**config.mk**
```make
export PLATFORM = sky130hd
export DESIGN_NAME = weighted_vote_arbiter
export DESIGN_NICKNAME = d
export VERILOG_FILES = /design/src/rtl/wva_pkg.sv /design/src/rtl/weighted_vote_arbiter.sv /design/src/rtl/wva_lane.sv /design/src/rtl/wva_merge.sv /design/src/rtl/wva_mod.sv
export SDC_FILE = /design/constraint.sdc
export NUM_CORES = 1
export LEC_CHECK = 0
export BUFFER_PORTS_ARGS = -buffer_cell sky130_fd_sc_hd__buf_4
export CORE_AREA = 2 2 259 261
export CTS_BUF_LIST = sky130_fd_sc_hd__clkbuf_4
export DETAILED_ROUTE_END_ITERATION = 10
export DIE_AREA = 0 0 261 263
export PLACE_DENSITY = 0.77
export RECOVER_POWER = 50
export SLEW_MARGIN = 20
export SYNTH_ARGS = -nofsm -noshare
export SYNTH_HDL_FRONTEND = slang
export SYNTH_HIERARCHICAL = 1
export SYNTH_SLANG_ARGS = --single-unit
```
**constraint.sdc**
```tcl
create_clock -name clk -period 10.2 [get_ports clk]
set_input_delay 1.02 -clock clk [delete_from_list [all_inputs] [get_ports clk]]
set_output_delay 1.02 -clock clk [all_outputs]
set_load 0.01 [all_outputs]
```
**src/rtl/wva_pkg.sv**
```systemverilog
// shared types, constants and label table for the weighted vote arbiter
`timescale 1ns / 1ps

package wva_pkg;

    localparam int VOTERS_MAX      = 12;
    localparam int WEIGHT_BITS_DEF = 16;
    localparam int SLOT_W          = 16;
    localparam int TREE_LEAVES     = 16;
    localparam int MASK_W          = 12;
    localparam int IN_DATA_W       = 16;
    localparam int LABEL_W         = 5;
    localparam int OUTCOME_W       = 2;
    localparam int CNT_W           = 4;
    localparam int TOTAL_W         = 32;
    localparam int OUT_FIELDS_W    = LABEL_W + OUTCOME_W + CNT_W + 3 * TOTAL_W;
    localparam int OUT_DATA_W      = ((OUT_FIELDS_W + 7) / 8) * 8;
    localparam int CFG_ADDR_W      = 2;
    localparam int CFG_DATA_W      = 64;
    localparam int LFSR_W          = 16;
    localparam int MOD_STEPS       = 8;
    localparam int MOD_CNT_W       = 3;

    localparam logic [LFSR_W-1:0] SEED_RESET = 16'hACE1;
    localparam logic [LFSR_W-1:0] LFSR_MASK  = 16'hB400;

    localparam logic [CFG_ADDR_W-1:0] REG_WEIGHTS_A = 2'd0;
    localparam logic [CFG_ADDR_W-1:0] REG_WEIGHTS_B = 2'd1;
    localparam logic [CFG_ADDR_W-1:0] REG_WEIGHTS_C = 2'd2;
    localparam logic [CFG_ADDR_W-1:0] REG_RNG_SEED  = 2'd3;

    localparam logic [OUTCOME_W-1:0] OUTCOME_UNKNOWN   = 2'd0;
    localparam logic [OUTCOME_W-1:0] OUTCOME_CONFIRMED = 2'd1;
    localparam logic [OUTCOME_W-1:0] OUTCOME_CONFUSED  = 2'd2;

    typedef enum logic [2:0] {
        ST_IDLE,
        ST_SCORE,
        ST_MAX,
        ST_TIE,
        ST_MOD,
        ST_OUT
    } state_t;

    function automatic logic [LABEL_W-1:0] label_of(input int idx);
        logic [LABEL_W-1:0] lbl;
        case (idx)
            0:       lbl = 5'd1;
            1:       lbl = 5'd2;
            2:       lbl = 5'd3;
            3:       lbl = 5'd4;
            4:       lbl = 5'd5;
            5:       lbl = 5'd6;
            6:       lbl = 5'd7;
            7:       lbl = 5'd12;
            8:       lbl = 5'd13;
            9:       lbl = 5'd16;
            10:      lbl = 5'd17;
            11:      lbl = 5'd24;
            default: lbl = 5'd0;
        endcase
        return lbl;
    endfunction

endpackage

```
**src/rtl/weighted_vote_arbiter.sv**
```systemverilog
// top level of the weighted vote arbiter: control, lanes, merge, counters
`timescale 1ns / 1ps

// Each accepted item is a 12-bit vote mask; the block returns one item with the label of
// the yes-voter holding the highest positive weight, the outcome, the tie count and the
// three saturating outcome totals. When a tie has to be broken, the item also passes
// through the two-bits-per-cycle remainder unit that reduces the tie-break lfsr modulo
// the tie count. The next item can be taken in the cycle after the result is loaded.
// Scores are taken by one lane per voter and reduced in a registered compare tree. A new
// item is taken while a finished result still waits on the output. Weights and seed
// must be written through the cfg port only while the block is idle; the block itself
// does not enforce this. A zero seed loads the reset seed instead.

module weighted_vote_arbiter
    import wva_pkg::*;
#(
    parameter int NUM_VOTERS  = VOTERS_MAX,
    parameter int WEIGHT_BITS = WEIGHT_BITS_DEF
)
(
    input  logic                  clk,
    input  logic                  rst_n,
    input  logic                  s_tvalid,
    output logic                  s_tready,
    input  logic [IN_DATA_W-1:0]  s_tdata,   // vote_mask[11:0]
    output logic                  m_tvalid,
    input  logic                  m_tready,
    // winner_label[4:0], outcome[6:5], tie_count[10:7], confirmed_total[42:11],
    // confused_total[74:43], unknown_total[106:75]
    output logic [OUT_DATA_W-1:0] m_tdata,
    input  logic                  cfg_we,
    input  logic [CFG_ADDR_W-1:0] cfg_addr,
    input  logic [CFG_DATA_W-1:0] cfg_data
);

    localparam int SW = WEIGHT_BITS - 1;

    state_t state_reg;
    state_t state_next;

    logic [CFG_DATA_W-1:0] weights_a_reg;
    logic [CFG_DATA_W-1:0] weights_b_reg;
    logic [CFG_DATA_W-1:0] weights_c_reg;
    logic [LFSR_W-1:0]     lfsr_reg;
    logic [LFSR_W-1:0]     lfsr_adv;

    logic [MASK_W-1:0]     mask_reg;
    logic [NUM_VOTERS-1:0] tie_vec_reg;
    logic [NUM_VOTERS-1:0] tie_now;
    logic [CNT_W-1:0]      tie_cnt_reg;
    logic [CNT_W-1:0]      tie_cnt_now;
    logic [CNT_W-1:0]      pick_reg;

    logic [NUM_VOTERS*SW-1:0]  scores;
    logic [SW-1:0]             best;
    logic [LABEL_W-1:0]        lane_label [NUM_VOTERS];
    logic [LABEL_W-1:0]        label_sel;

    logic                  mod_done;
    logic [CNT_W-1:0]      mod_rem;

    logic [TOTAL_W-1:0]    confirmed_reg;
    logic [TOTAL_W-1:0]    confused_reg;
    logic [TOTAL_W-1:0]    unknown_reg;
    logic [TOTAL_W-1:0]    confirmed_next;
    logic [TOTAL_W-1:0]    confused_next;
    logic [TOTAL_W-1:0]    unknown_next;
    logic [OUTCOME_W-1:0]  outcome_now;

    logic                  out_valid_reg;
    logic [LABEL_W-1:0]    out_label_reg;
    logic [OUTCOME_W-1:0]  out_outcome_reg;
    logic [CNT_W-1:0]      out_ties_reg;

    logic in_fire;
    logic capture_score;
    logic capture_best;
    logic tie_step;
    logic mod_start;
    logic out_load;

    assign in_fire = s_tvalid && s_tready;

    // next state
    always_comb
    begin
        state_next = state_reg;
        case (state_reg)
            ST_IDLE:
            begin
                if (s_tvalid)
                begin
                    state_next = ST_SCORE;
                end
            end
            ST_SCORE: state_next = ST_MAX;
            ST_MAX:   state_next = ST_TIE;
            ST_TIE:
            begin
                if (tie_cnt_now > CNT_W'(1))
                begin
                    state_next = ST_MOD;
                end
                else
                begin
                    state_next = ST_OUT;
                end
            end
            ST_MOD:
            begin
                if (mod_done)
                begin
                    state_next = ST_OUT;
                end
            end
            ST_OUT:
            begin
                if (!out_valid_reg || m_tready)
                begin
                    state_next = ST_IDLE;
                end
            end
            default: state_next = ST_IDLE;
        endcase
    end

    // control outputs
    always_comb
    begin
        s_tready      = 1'b0;
        capture_score = 1'b0;
        capture_best  = 1'b0;
        tie_step      = 1'b0;
        mod_start     = 1'b0;
        out_load      = 1'b0;
        case (state_reg)
            ST_IDLE:  s_tready      = 1'b1;
            ST_SCORE: capture_score = 1'b1;
            ST_MAX:   capture_best  = 1'b1;
            ST_TIE:
            begin
                tie_step  = 1'b1;
                mod_start = (tie_cnt_now > CNT_W'(1));
            end
            ST_MOD:   out_load = 1'b0;
            ST_OUT:   out_load = !out_valid_reg || m_tready;
            default:  s_tready = 1'b0;
        endcase
    end

    always_ff @(posedge clk or negedge rst_n)
    begin
        if (!rst_n)
        begin
            state_reg <= ST_IDLE;
        end
        else
        begin
            state_reg <= state_next;
        end
    end

    // configuration registers and tie-break lfsr
    assign lfsr_adv = lfsr_reg[0] ? ({1'b0, lfsr_reg[LFSR_W-1:1]} ^ LFSR_MASK)
                                  : {1'b0, lfsr_reg[LFSR_W-1:1]};

    always_ff @(posedge clk or negedge rst_n)
    begin
        if (!rst_n)
        begin
            weights_a_reg <= '0;
            weights_b_reg <= '0;
            weights_c_reg <= '0;
            lfsr_reg      <= SEED_RESET;
        end
        else if (cfg_we)
        begin
            case (cfg_addr)
                REG_WEIGHTS_A: weights_a_reg <= cfg_data;
                REG_WEIGHTS_B: weights_b_reg <= cfg_data;
                REG_WEIGHTS_C: weights_c_reg <= cfg_data;
                REG_RNG_SEED:
                begin
                    lfsr_reg <= (cfg_data[LFSR_W-1:0] == '0) ? SEED_RESET
                                                             : cfg_data[LFSR_W-1:0];
                end
                default: lfsr_reg <= lfsr_reg;
            endcase
        end
        else if (mod_start)
        begin
            lfsr_reg <= lfsr_adv;
        end
    end

    // lanes
    for (genvar v = 0; v < NUM_VOTERS; v++)
    begin : g_lane
        logic [SLOT_W-1:0] slot;
        if (v < 4)
        begin : g_a
            assign slot = weights_a_reg[SLOT_W*(v%4) +: SLOT_W];
        end
        else if (v < 8)
        begin : g_b
            assign slot = weights_b_reg[SLOT_W*(v%4) +: SLOT_W];
        end
        else
        begin : g_c
            assign slot = weights_c_reg[SLOT_W*(v%4) +: SLOT_W];
        end

        wva_lane #(
            .IDX         (v),
            .NUM_VOTERS  (NUM_VOTERS),
            .WEIGHT_BITS (WEIGHT_BITS)
        ) u_lane (
            .clk     (clk),
            .rst_n   (rst_n),
            .capture (capture_score),
            .vote    (mask_reg[v]),
            .slot    (slot),
            .best    (best),
            .tie_vec (tie_vec_reg),
            .pick    (pick_reg),
            .score   (scores[v*SW +: SW]),
            .tie     (tie_now[v]),
            .label   (lane_label[v])
        );
    end

    wva_merge #(
        .NUM_VOTERS  (NUM_VOTERS),
        .WEIGHT_BITS (WEIGHT_BITS)
    ) u_merge (
        .clk     (clk),
        .rst_n   (rst_n),
        .capture (capture_best),
        .scores  (scores),
        .best    (best)
    );

    wva_mod u_mod (
        .clk       (clk),
        .rst_n     (rst_n),
        .start     (mod_start),
        .dividend  (lfsr_adv),
        .divisor   (tie_cnt_now),
        .done      (mod_done),
        .remainder (mod_rem)
    );

    assign tie_cnt_now = CNT_W'($countones(tie_now));

    always_comb
    begin
        label_sel = '0;
        for (int v = 0; v < NUM_VOTERS; v++)
        begin
            label_sel = label_sel | lane_label[v];
        end
    end

    // item datapath registers
    always_ff @(posedge clk)
    begin
        if (in_fire)
        begin
            mask_reg <= s_tdata[MASK_W-1:0];
        end
        if (tie_step)
        begin
            tie_vec_reg <= tie_now;
            tie_cnt_reg <= tie_cnt_now;
            pick_reg    <= '0;
        end
        else if (mod_done)
        begin
            pick_reg <= mod_rem;
        end
    end

    // outcome and saturating totals
    always_comb
    begin
        confirmed_next = confirmed_reg;
        confused_next  = confused_reg;
        unknown_next   = unknown_reg;
        if (tie_cnt_reg == '0)
        begin
            outcome_now = OUTCOME_UNKNOWN;
            if (unknown_reg != '1)
            begin
                unknown_next = unknown_reg + 1'b1;
            end
        end
        else if (tie_cnt_reg == CNT_W'(1))
        begin
            outcome_now = OUTCOME_CONFIRMED;
            if (confirmed_reg != '1)
            begin
                confirmed_next = confirmed_reg + 1'b1;
            end
        end
        else
        begin
            outcome_now = OUTCOME_CONFUSED;
            if (confused_reg != '1)
            begin
                confused_next = confused_reg + 1'b1;
            end
        end
    end

    always_ff @(posedge clk or negedge rst_n)
    begin
        if (!rst_n)
        begin
            confirmed_reg <= '0;
            confused_reg  <= '0;
            unknown_reg   <= '0;
            out_valid_reg <= 1'b0;
        end
        else
        begin
            if (out_load)
            begin
                confirmed_reg <= confirmed_next;
                confused_reg  <= confused_next;
                unknown_reg   <= unknown_next;
                out_valid_reg <= 1'b1;
            end
            else if (m_tready)
            begin
                out_valid_reg <= 1'b0;
            end
        end
    end

    always_ff @(posedge clk)
    begin
        if (out_load)
        begin
            out_label_reg   <= label_sel;
            out_outcome_reg <= outcome_now;
            out_ties_reg    <= tie_cnt_reg;
        end
    end

    assign m_tvalid = out_valid_reg;
    assign m_tdata  = {{(OUT_DATA_W - OUT_FIELDS_W){1'b0}}, unknown_reg, confused_reg,
                       confirmed_reg, out_ties_reg, out_outcome_reg, out_label_reg};

endmodule

```
**src/rtl/wva_lane.sv**
```systemverilog
// one voter lane: qualified score, tie flag and rank match for the pick
`timescale 1ns / 1ps

module wva_lane
    import wva_pkg::*;
#(
    parameter int IDX         = 0,
    parameter int NUM_VOTERS  = VOTERS_MAX,
    parameter int WEIGHT_BITS = WEIGHT_BITS_DEF
)
(
    input  logic                   clk,
    input  logic                   rst_n,
    input  logic                   capture,
    input  logic                   vote,
    input  logic [SLOT_W-1:0]      slot,
    input  logic [WEIGHT_BITS-2:0] best,
    input  logic [NUM_VOTERS-1:0]  tie_vec,
    input  logic [CNT_W-1:0]       pick,
    output logic [WEIGHT_BITS-2:0] score,
    output logic                   tie,
    output logic [LABEL_W-1:0]     label
);

    localparam logic [NUM_VOTERS-1:0] LOW_MASK = NUM_VOTERS'((64'd1 << IDX) - 64'd1);

    logic [WEIGHT_BITS-1:0] weight;
    logic                   positive;
    logic [WEIGHT_BITS-2:0] score_reg;
    logic [WEIGHT_BITS-2:0] score_next;
    logic [CNT_W-1:0]       rank;
    logic                   hit;

    assign weight     = slot[WEIGHT_BITS-1:0];
    assign positive   = !weight[WEIGHT_BITS-1] && (|weight[WEIGHT_BITS-2:0]);
    assign score_next = (vote && positive) ? weight[WEIGHT_BITS-2:0] : '0;

    always_ff @(posedge clk or negedge rst_n)
    begin
        if (!rst_n)
        begin
            score_reg <= '0;
        end
        else if (capture)
        begin
            score_reg <= score_next;
        end
    end

    assign score = score_reg;
    assign tie   = (best != '0) && (score_reg == best);
    assign rank  = CNT_W'($countones(tie_vec & LOW_MASK));
    assign hit   = tie_vec[IDX] && (rank == pick);
    assign label = hit ? label_of(IDX) : '0;

endmodule

```
**src/rtl/wva_merge.sv**
```systemverilog
// maximum of the lane scores over a binary compare tree, registered
`timescale 1ns / 1ps

module wva_merge
    import wva_pkg::*;
#(
    parameter int NUM_VOTERS  = VOTERS_MAX,
    parameter int WEIGHT_BITS = WEIGHT_BITS_DEF
)
(
    input  logic                                 clk,
    input  logic                                 rst_n,
    input  logic                                 capture,
    input  logic [NUM_VOTERS*(WEIGHT_BITS-1)-1:0] scores,
    output logic [WEIGHT_BITS-2:0]               best
);

    localparam int SW = WEIGHT_BITS - 1;

    logic [SW-1:0] node [2*TREE_LEAVES];
    logic [SW-1:0] best_reg;

    always_comb
    begin
        for (int i = 0; i < TREE_LEAVES; i++)
        begin
            node[i] = '0;
            if (i < NUM_VOTERS)
            begin
                node[TREE_LEAVES + i] = scores[i*SW +: SW];
            end
            else
            begin
                node[TREE_LEAVES + i] = '0;
            end
        end
        for (int i = TREE_LEAVES - 1; i >= 1; i--)
        begin
            node[i] = (node[2*i] >= node[2*i+1]) ? node[2*i] : node[2*i+1];
        end
    end

    always_ff @(posedge clk or negedge rst_n)
    begin
        if (!rst_n)
        begin
            best_reg <= '0;
        end
        else if (capture)
        begin
            best_reg <= node[1];
        end
    end

    assign best = best_reg;

endmodule

```
**src/rtl/wva_mod.sv**
```systemverilog
// lfsr value modulo tie count, restoring remainder two bits per cycle
`timescale 1ns / 1ps

module wva_mod
    import wva_pkg::*;
(
    input  logic              clk,
    input  logic              rst_n,
    input  logic              start,
    input  logic [LFSR_W-1:0] dividend,
    input  logic [CNT_W-1:0]  divisor,
    output logic              done,
    output logic [CNT_W-1:0]  remainder
);

    logic [LFSR_W-1:0]    dvd_reg;
    logic [LFSR_W-1:0]    dvd_next;
    logic [CNT_W-1:0]     rem_reg;
    logic [CNT_W-1:0]     rem_next;
    logic [CNT_W-1:0]     div_reg;
    logic [MOD_CNT_W-1:0] cnt_reg;
    logic                 busy_reg;
    logic                 done_reg;

    always_comb
    begin
        logic [CNT_W:0] r;
        logic [CNT_W-1:0] acc;
        acc = rem_reg;
        for (int k = 0; k < 2; k++)
        begin
            r = {acc, dvd_reg[LFSR_W-1-k]};
            if (r >= {1'b0, div_reg})
            begin
                r = r - {1'b0, div_reg};
            end
            acc = r[CNT_W-1:0];
        end
        rem_next = acc;
        dvd_next = {dvd_reg[LFSR_W-3:0], 2'b00};
    end

    always_ff @(posedge clk or negedge rst_n)
    begin
        if (!rst_n)
        begin
            busy_reg <= 1'b0;
            done_reg <= 1'b0;
            cnt_reg  <= '0;
        end
        else if (start)
        begin
            busy_reg <= 1'b1;
            done_reg <= 1'b0;
            cnt_reg  <= MOD_CNT_W'(MOD_STEPS - 1);
        end
        else if (busy_reg)
        begin
            if (cnt_reg == '0)
            begin
                busy_reg <= 1'b0;
                done_reg <= 1'b1;
            end
            else
            begin
                done_reg <= 1'b0;
            end
            cnt_reg <= cnt_reg - 1'b1;
        end
        else
        begin
            done_reg <= 1'b0;
        end
    end

    always_ff @(posedge clk)
    begin
        if (start)
        begin
            dvd_reg <= dividend;
            rem_reg <= '0;
            div_reg <= divisor;
        end
        else if (busy_reg)
        begin
            dvd_reg <= dvd_next;
            rem_reg <= rem_next;
        end
    end

    assign done      = done_reg;
    assign remainder = rem_reg;

endmodule
```
# After elaboration in Yosys (flattened, before gate mapping)
# Index checks and enable logic that the tools add are counted.
# word_totals
input_bits,87
ff_bits,575
out_inout_bits,114
# op_classes
eq_ne,39
add_sub_neg,34
magnitude_cmp,15
n_reduce_logical,93
n_mux,67
bitwise_logic,14
# op_table
cell,count
two-way mux 15 bit,24
equality test 15 bit,12
OR reduction 15 bit,12
>= comparator 15 bit,11
two-way mux 16 bit,7
"adder 32 x 1 -> 32 bit, second input constant",3
"!= test 32 bit, second input constant",3
bitwise OR 5 bit,11
logical AND 1 bit,49
equality test 4 bit,10
adder 4 bit,7
two-way mux 3 bit,9
adder 1 x 1 -> 2 bit,11
adder 4 x 1 -> 4 bit,5
one-hot mux 3 bit (6 select lines),1
zero test 16 bit,1
two-way mux 1 bit,16
two-way mux 4 bit,4
">= comparator 15 x 1 -> 1 bit, second input constant",1
two-way mux 5 bit,3
nonzero test 15 bit,1
zero test 1 bit,13
>= comparator 5 x 4 -> 1 bit,2
adder 2 x 2 -> 3 bit,3
other kinds (25),43

# Depth between registers and ports, before layout
# depth
depth_word,14
ltp_mapped,41
ltp_nobuf,37

# By module
# Netlist, hierarchy kept.
# by_module_without_submodules
module,cells_per_inst,area_per_inst_um2,instances
weighted_vote_arbiter,1079,14586.5,1
wva_merge,827,6368.6,1
wva_mod,147,1677.9,1
wva_lane (g_lane[11].u_lane),126,1131.1,1
wva_lane (g_lane[10].u_lane),126,1123.6,1
wva_lane (g_lane[9].u_lane),126,1117.3,1
wva_lane (g_lane[8].u_lane),123,1079.8,1
wva_lane (g_lane[7].u_lane),115,1022.2,1
wva_lane (g_lane[6].u_lane),115,1014.7,1
wva_lane (g_lane[5].u_lane),108,968.4,1
wva_lane (g_lane[4].u_lane),104,924.6,1
wva_lane (g_lane[3].u_lane),102,890.9,1
wva_lane (g_lane[2].u_lane),102,883.3,1
wva_lane (g_lane[1].u_lane),99,862.1,1
wva_lane (g_lane[0].u_lane),98,853.3,1

# Worst setup path before layout
# Ideal clock, no wire load.
# synth_path
path_kind,register to register
from,register g_lane[4].u_lane.score_reg[14]
to,"register u_merge.best_reg[10], in the netlist u_merge/best[10]"
required_time_ns,10.065
path_stages_with_launch,40
period_less_slack_ns,7.748
setup_slack_ns,2.452
t_arrival_ns,7.613
path_cell_list,dfrtp_1 > ha_1 > nand4_1 > nor3_1 > a21o_1 > clkbuf_1 > clkbuf_1 > nor2_1 > a21oi_1 > inv_1 > ha_1 > a2111oi_0 > o21ai_1 > o21ai_0 > nand2_1 > mux2_1 > a311oi_2 > buf_6 > [... 4 more ...] > a21oi_1 > o211ai_1 > a21oi_1 > o21ai_0 > clkbuf_1 > clkbuf_1 > nand2_1 > nand2_1 > ha_1 > a21o_1 > a21o_1 > a21oi_1 > nor2_1 > a211oi_1 > o31a_1 > clkbuf_1 > a31o_2 > a31oi_1
# synth_via
elab_chain_len,8
# synth_lines
item,line_no,rtl
"start, declared",wva_lane.sv:29,logic [WEIGHT_BITS-2:0] score_reg;
"start signal, assigned",wva_lane.sv:46,score_reg <= score_next;
>= comparator 15 bit,wva_merge.sv:39,node[i] = (node[2*i] >= node[2*i+1]) ? node[2*i] : node[2*i+1];
two-way mux 15 bit *,wva_merge.sv:39,
>= comparator 15 bit,wva_merge.sv:39,
two-way mux 15 bit *,wva_merge.sv:39,
>= comparator 15 bit,wva_merge.sv:39,
two-way mux 15 bit *,wva_merge.sv:39,
>= comparator 15 bit,wva_merge.sv:39,
two-way mux 15 bit *,wva_merge.sv:39,
"end signal, assigned",wva_merge.sv:51,best_reg <= node[1];
"end, declared",wva_merge.sv:21,logic [SW-1:0] best_reg;
# Mark *: on every way between the ends. The rest lies on a longest branch, timed or not.
# A chain may end at the register's enable or synchronous reset.

# Worst setup path in the final report
# layout_path
from,register g_lane[5].u_lane.score_reg[14]
to,"register u_merge.best_reg[0], in the netlist u_merge/best[0]"
# layout_via
elab_chain_len,8
# layout_lines
item,line_no
"start, declared",wva_lane.sv:29
"start signal, assigned",wva_lane.sv:46
>= comparator 15 bit,wva_merge.sv:39
two-way mux 15 bit *,wva_merge.sv:39
>= comparator 15 bit,wva_merge.sv:39
two-way mux 15 bit *,wva_merge.sv:39
>= comparator 15 bit,wva_merge.sv:39
two-way mux 15 bit *,wva_merge.sv:39
>= comparator 15 bit,wva_merge.sv:39
two-way mux 15 bit *,wva_merge.sv:39
# Marks and branches as above.

==> results.cfg <==
[status]
outcome = complete, but fails checks
failed_checks = max-capacitance violations, max-slew violations

[timing]
setup_tns_after_final_layout_ns = 0
grt_setup_unrepaired = false
worst_margin_slew_ns = 6.00
fin_crit_sh_pct = 92.7
period_minus_slack_ns = 9.46
setup_viol = 0
slew_headroom_pct = -300
worst_clock_skew_ns = 0.0827
max_clock_freq_mhz = 106
drv_slew = 403
hold_viol_final = 0

[logic_synthesis]
synth_enable_flop_cells = 59
syn-mean-instance-area_um2 = 10.2
synth-warning-count = 6
post_synth_instance_area_um2 = 34500
synthFlopType = sky130_fd_sc_hd__dfrtp_1
ys_seq_area_share_pct = 42.5
ys_ff_latch = 575
netlist_cell_types = 87
syn-instance-count = 3397
ys_async_sr_fraction_pct = 88.3

[setup_path]
timing.critical_path.slowest_stage_cell = sky130_fd_sc_hd__nor2_1
critical_path.max_stage_delay_ns = 0.92
ff2ff_setup_slack_ns = 0.74
required_ns = 11.04
worst-setup-path-type = flop to flop
timing.critical_path.to_type = flop
regToRegStartpoint = g_lane[5].u_lane/score[14]$_DFFE_PN0P_
crit_arrival_ns = 10.30
reg2reg_to = u_merge/best[0]$_DFFE_PN0P_
crit_path_max_fanout = 30
timing.reg2reg.worst_path_depth = 35
crit_start_category = flop

[clock_tree]
insertion_delay_ns = 1.01
tritoncts_num_sinks = 575
clk_path_buf_depth = 3
root_buffer_master = sky130_fd_sc_hd__clkbuf_4
cts_tree = done
cts-htree-levels = 4
post_cts_buffers = 0
clkSlewWorstSetupHoldPaths_ns = 0.07
total_cts_buffers = 153

[route]
totalWireLength_um = 90500
drt_pre_antenna_iters = 8
detail_route.wl_per_cell_um = 19.6
average_vias_per_placed_instance = 5.68
count_of_antenna_violating_nets_left_after_detailed_routing = 0
drt-initial-drc-count = 2292
dr_total_vias = 26300
drc_errors = 0

[power_and_ir_drop]
worst_ir_drop_vdd_uv = 369
power_per_cell_area_nw_per_um2 = 310
total_leakage_power_nw = 16.9
post-layout-total-power_w = 0.0118

[min_path]
min_delay_worst_endpoint = mask_reg[1]$_DFFE_PP_
min-delay-start = s_tdata[1]
holdCritPathClass = input pin to flop
hold_crit_depth = 1

[floorplan]
core_um2 = 65600
die-area_um2 = 68600
num_rows = 94
die_h_um = 263
chipWidth_um = 261
initial_utilization_pct = 52.6
io-pin-count = 201

[grt]
grt_remaining_overflow = 0
grtUsageTotal_pct = 26.5
grt_max_degree = 184
grt_antenna_before_repair = 4
first_global_vias = 26100
wire_length_of_the_first_global_routing_pass_um = 143000

[finish]
synth_to_layout_area_growth_pct = 10.0
mostFrequentLayoutCells = sky130_fd_sc_hd__dfrtp_1, sky130_fd_sc_hd__inv_1, sky130_fd_sc_hd__nand2_1
drive_gt1_share_pct = 17.2
final_util_pct = 57.8
largest_reg_flops = 180
layout.nets = 4004
final_common_cell = sky130_fd_sc_hd__dfrtp_1

[placed_design]
buffers_on_ports = 191
dp_hpwl_um = 64200
final_replace_weighted_congestion = 0.951

[job]
max_cap_violations = 9
## worst max-delay path, delay by kind of cell (launching register included)
family | cells | cell delay, ns
AO/OA/AOI/OAI | 17 | 4.33
AND/OR/NAND/NOR | 8 | 1.92
adder cells (fa/ha/maj) | 4 | 1.22
buffers and inverters | 4 | 0.76
multiplexers | 2 | 0.67
flip-flops | 1 | 0.41
## layout make-up
type,count,area (um^2)
clock inverters,39,318
inverters,407,1530
flip-flops and latches,575,14700
diodes,4,10.0
repair buffers,229,1350
fillers,5676,27700
well taps,864,1080
multi-input cells,2293,17400
clock buffers,216,1620
## cell families after synthesis
family | share of synthesized area, %
and+or+nand+nor | 13.3
DFF | 42.5
buffers and inverters | 7.16
AOI/OAI and AO/OA | 8.24
muxes | 10.4
xor gates and xnor gates | 8.02
adders and majority gates | 10.2
other | 0.141
## repair_timing
action / in CTS / in global routing
gates resized for setup: 0 / 0
hold buffers: 1 / 0
endpoints found under the hold margin: 5 / 0
## Yosys cell counts, drive strengths merged, types with 5 or more instances
master / number / share of area [%]
clkbuf: 56 / 0.61
and4: 12 / 0.30
mux2i: 92 / 2.7
o21ai: 237 / 3.4
nor3: 72 / 1.2
xnor2: 191 / 4.8
and2: 9 / 0.16
o21a: 11 / 0.24
edfxtp: 59 / 5.1
or2: 13 / 0.24
nand4: 106 / 1.9
a31oi: 19 / 0.34
nor4: 87 / 1.9
a21o: 29 / 0.63
nand3: 81 / 1.2
nor3b: 7 / 0.15
a21oi: 90 / 1.3
and3: 24 / 0.44
dfstp: 8 / 0.61
inv: 407 / 4.4
mux2: 235 / 7.8
ha: 220 / 8.0
a211oi: 17 / 0.40
nand2: 299 / 3.3
dfrtp: 500 / 36
xor2: 125 / 3.2
a31o: 14 / 0.36
nor2: 109 / 1.5
o31ai: 7 / 0.21
fa: 38 / 2.2
o21bai: 5 / 0.11
nor4b: 5 / 0.13
conb: 13 / 0.14
o22ai: 10 / 0.18
a221o: 5 / 0.15
nor2b: 13 / 0.24
buf: 96 / 2.1
nand2b: 19 / 0.34
dfxtp: 8 / 0.46
a2111oi: 5 / 0.13
## per-stage QoR
| stage | cell area (um^2) | setup WS, ns | cells | hold WS, ns |
|---|---|---|---|---|
| floorplan | 34600 | 2.45 | 3427 | 0.444 |
| global placement | 36500 | 1.11 | 4367 | 0.452 |
| detailed placement | 36500 | 1.03 | 4367 | 0.456 |
| CTS | 38500 | 0.963 | 4623 | 0.0663 |
| global route | 38000 | 0.144 | 4626 | 0.128 |
| finish | 38000 | 0.743 | 4627 | 0.208 |
## layer usage
metal	global-route usage, %	share of wire [%]	wire length (um)
met1	34.7	42	37900
met2	42.0	47	42600
met3	6.05	7.0	6320
met4	11.9	4.0	3650
met5	0	0	0
## worst max path at each step
stage	from	endpoint	slack, ns	cells past startpoint
floorplan	g_lane[4].u_lane/score[14]$_DFFE_PN0P_	u_merge/best[10]$_DFFE_PN0P_	2.45	39
global placement	g_lane[4].u_lane/score[12]$_DFFE_PN0P_	u_merge/best[5]$_DFFE_PN0P_	1.11	35
detailed placement	g_lane[4].u_lane/score[12]$_DFFE_PN0P_	u_merge/best[0]$_DFFE_PN0P_	1.03	34
CTS	g_lane[5].u_lane/score[14]$_DFFE_PN0P_	u_merge/best[0]$_DFFE_PN0P_	0.96	35
global route	g_lane[5].u_lane/score[14]$_DFFE_PN0P_	u_merge/best[0]$_DFFE_PN0P_	0.14	35
finish	g_lane[5].u_lane/score[14]$_DFFE_PN0P_	u_merge/best[0]$_DFFE_PN0P_	0.74	35
## power breakdown
group / switching [W] / total, W / internal [W] / leakage, nW
Sequential: 0.000548 / 0.00329 / 0.00274 / 7.07
Combinational: 0.00370 / 0.00640 / 0.00270 / 8.65
Clock: 0.000984 / 0.00206 / 0.00108 / 1.14
No activity file was read; power rests on OpenSTA's default activity.
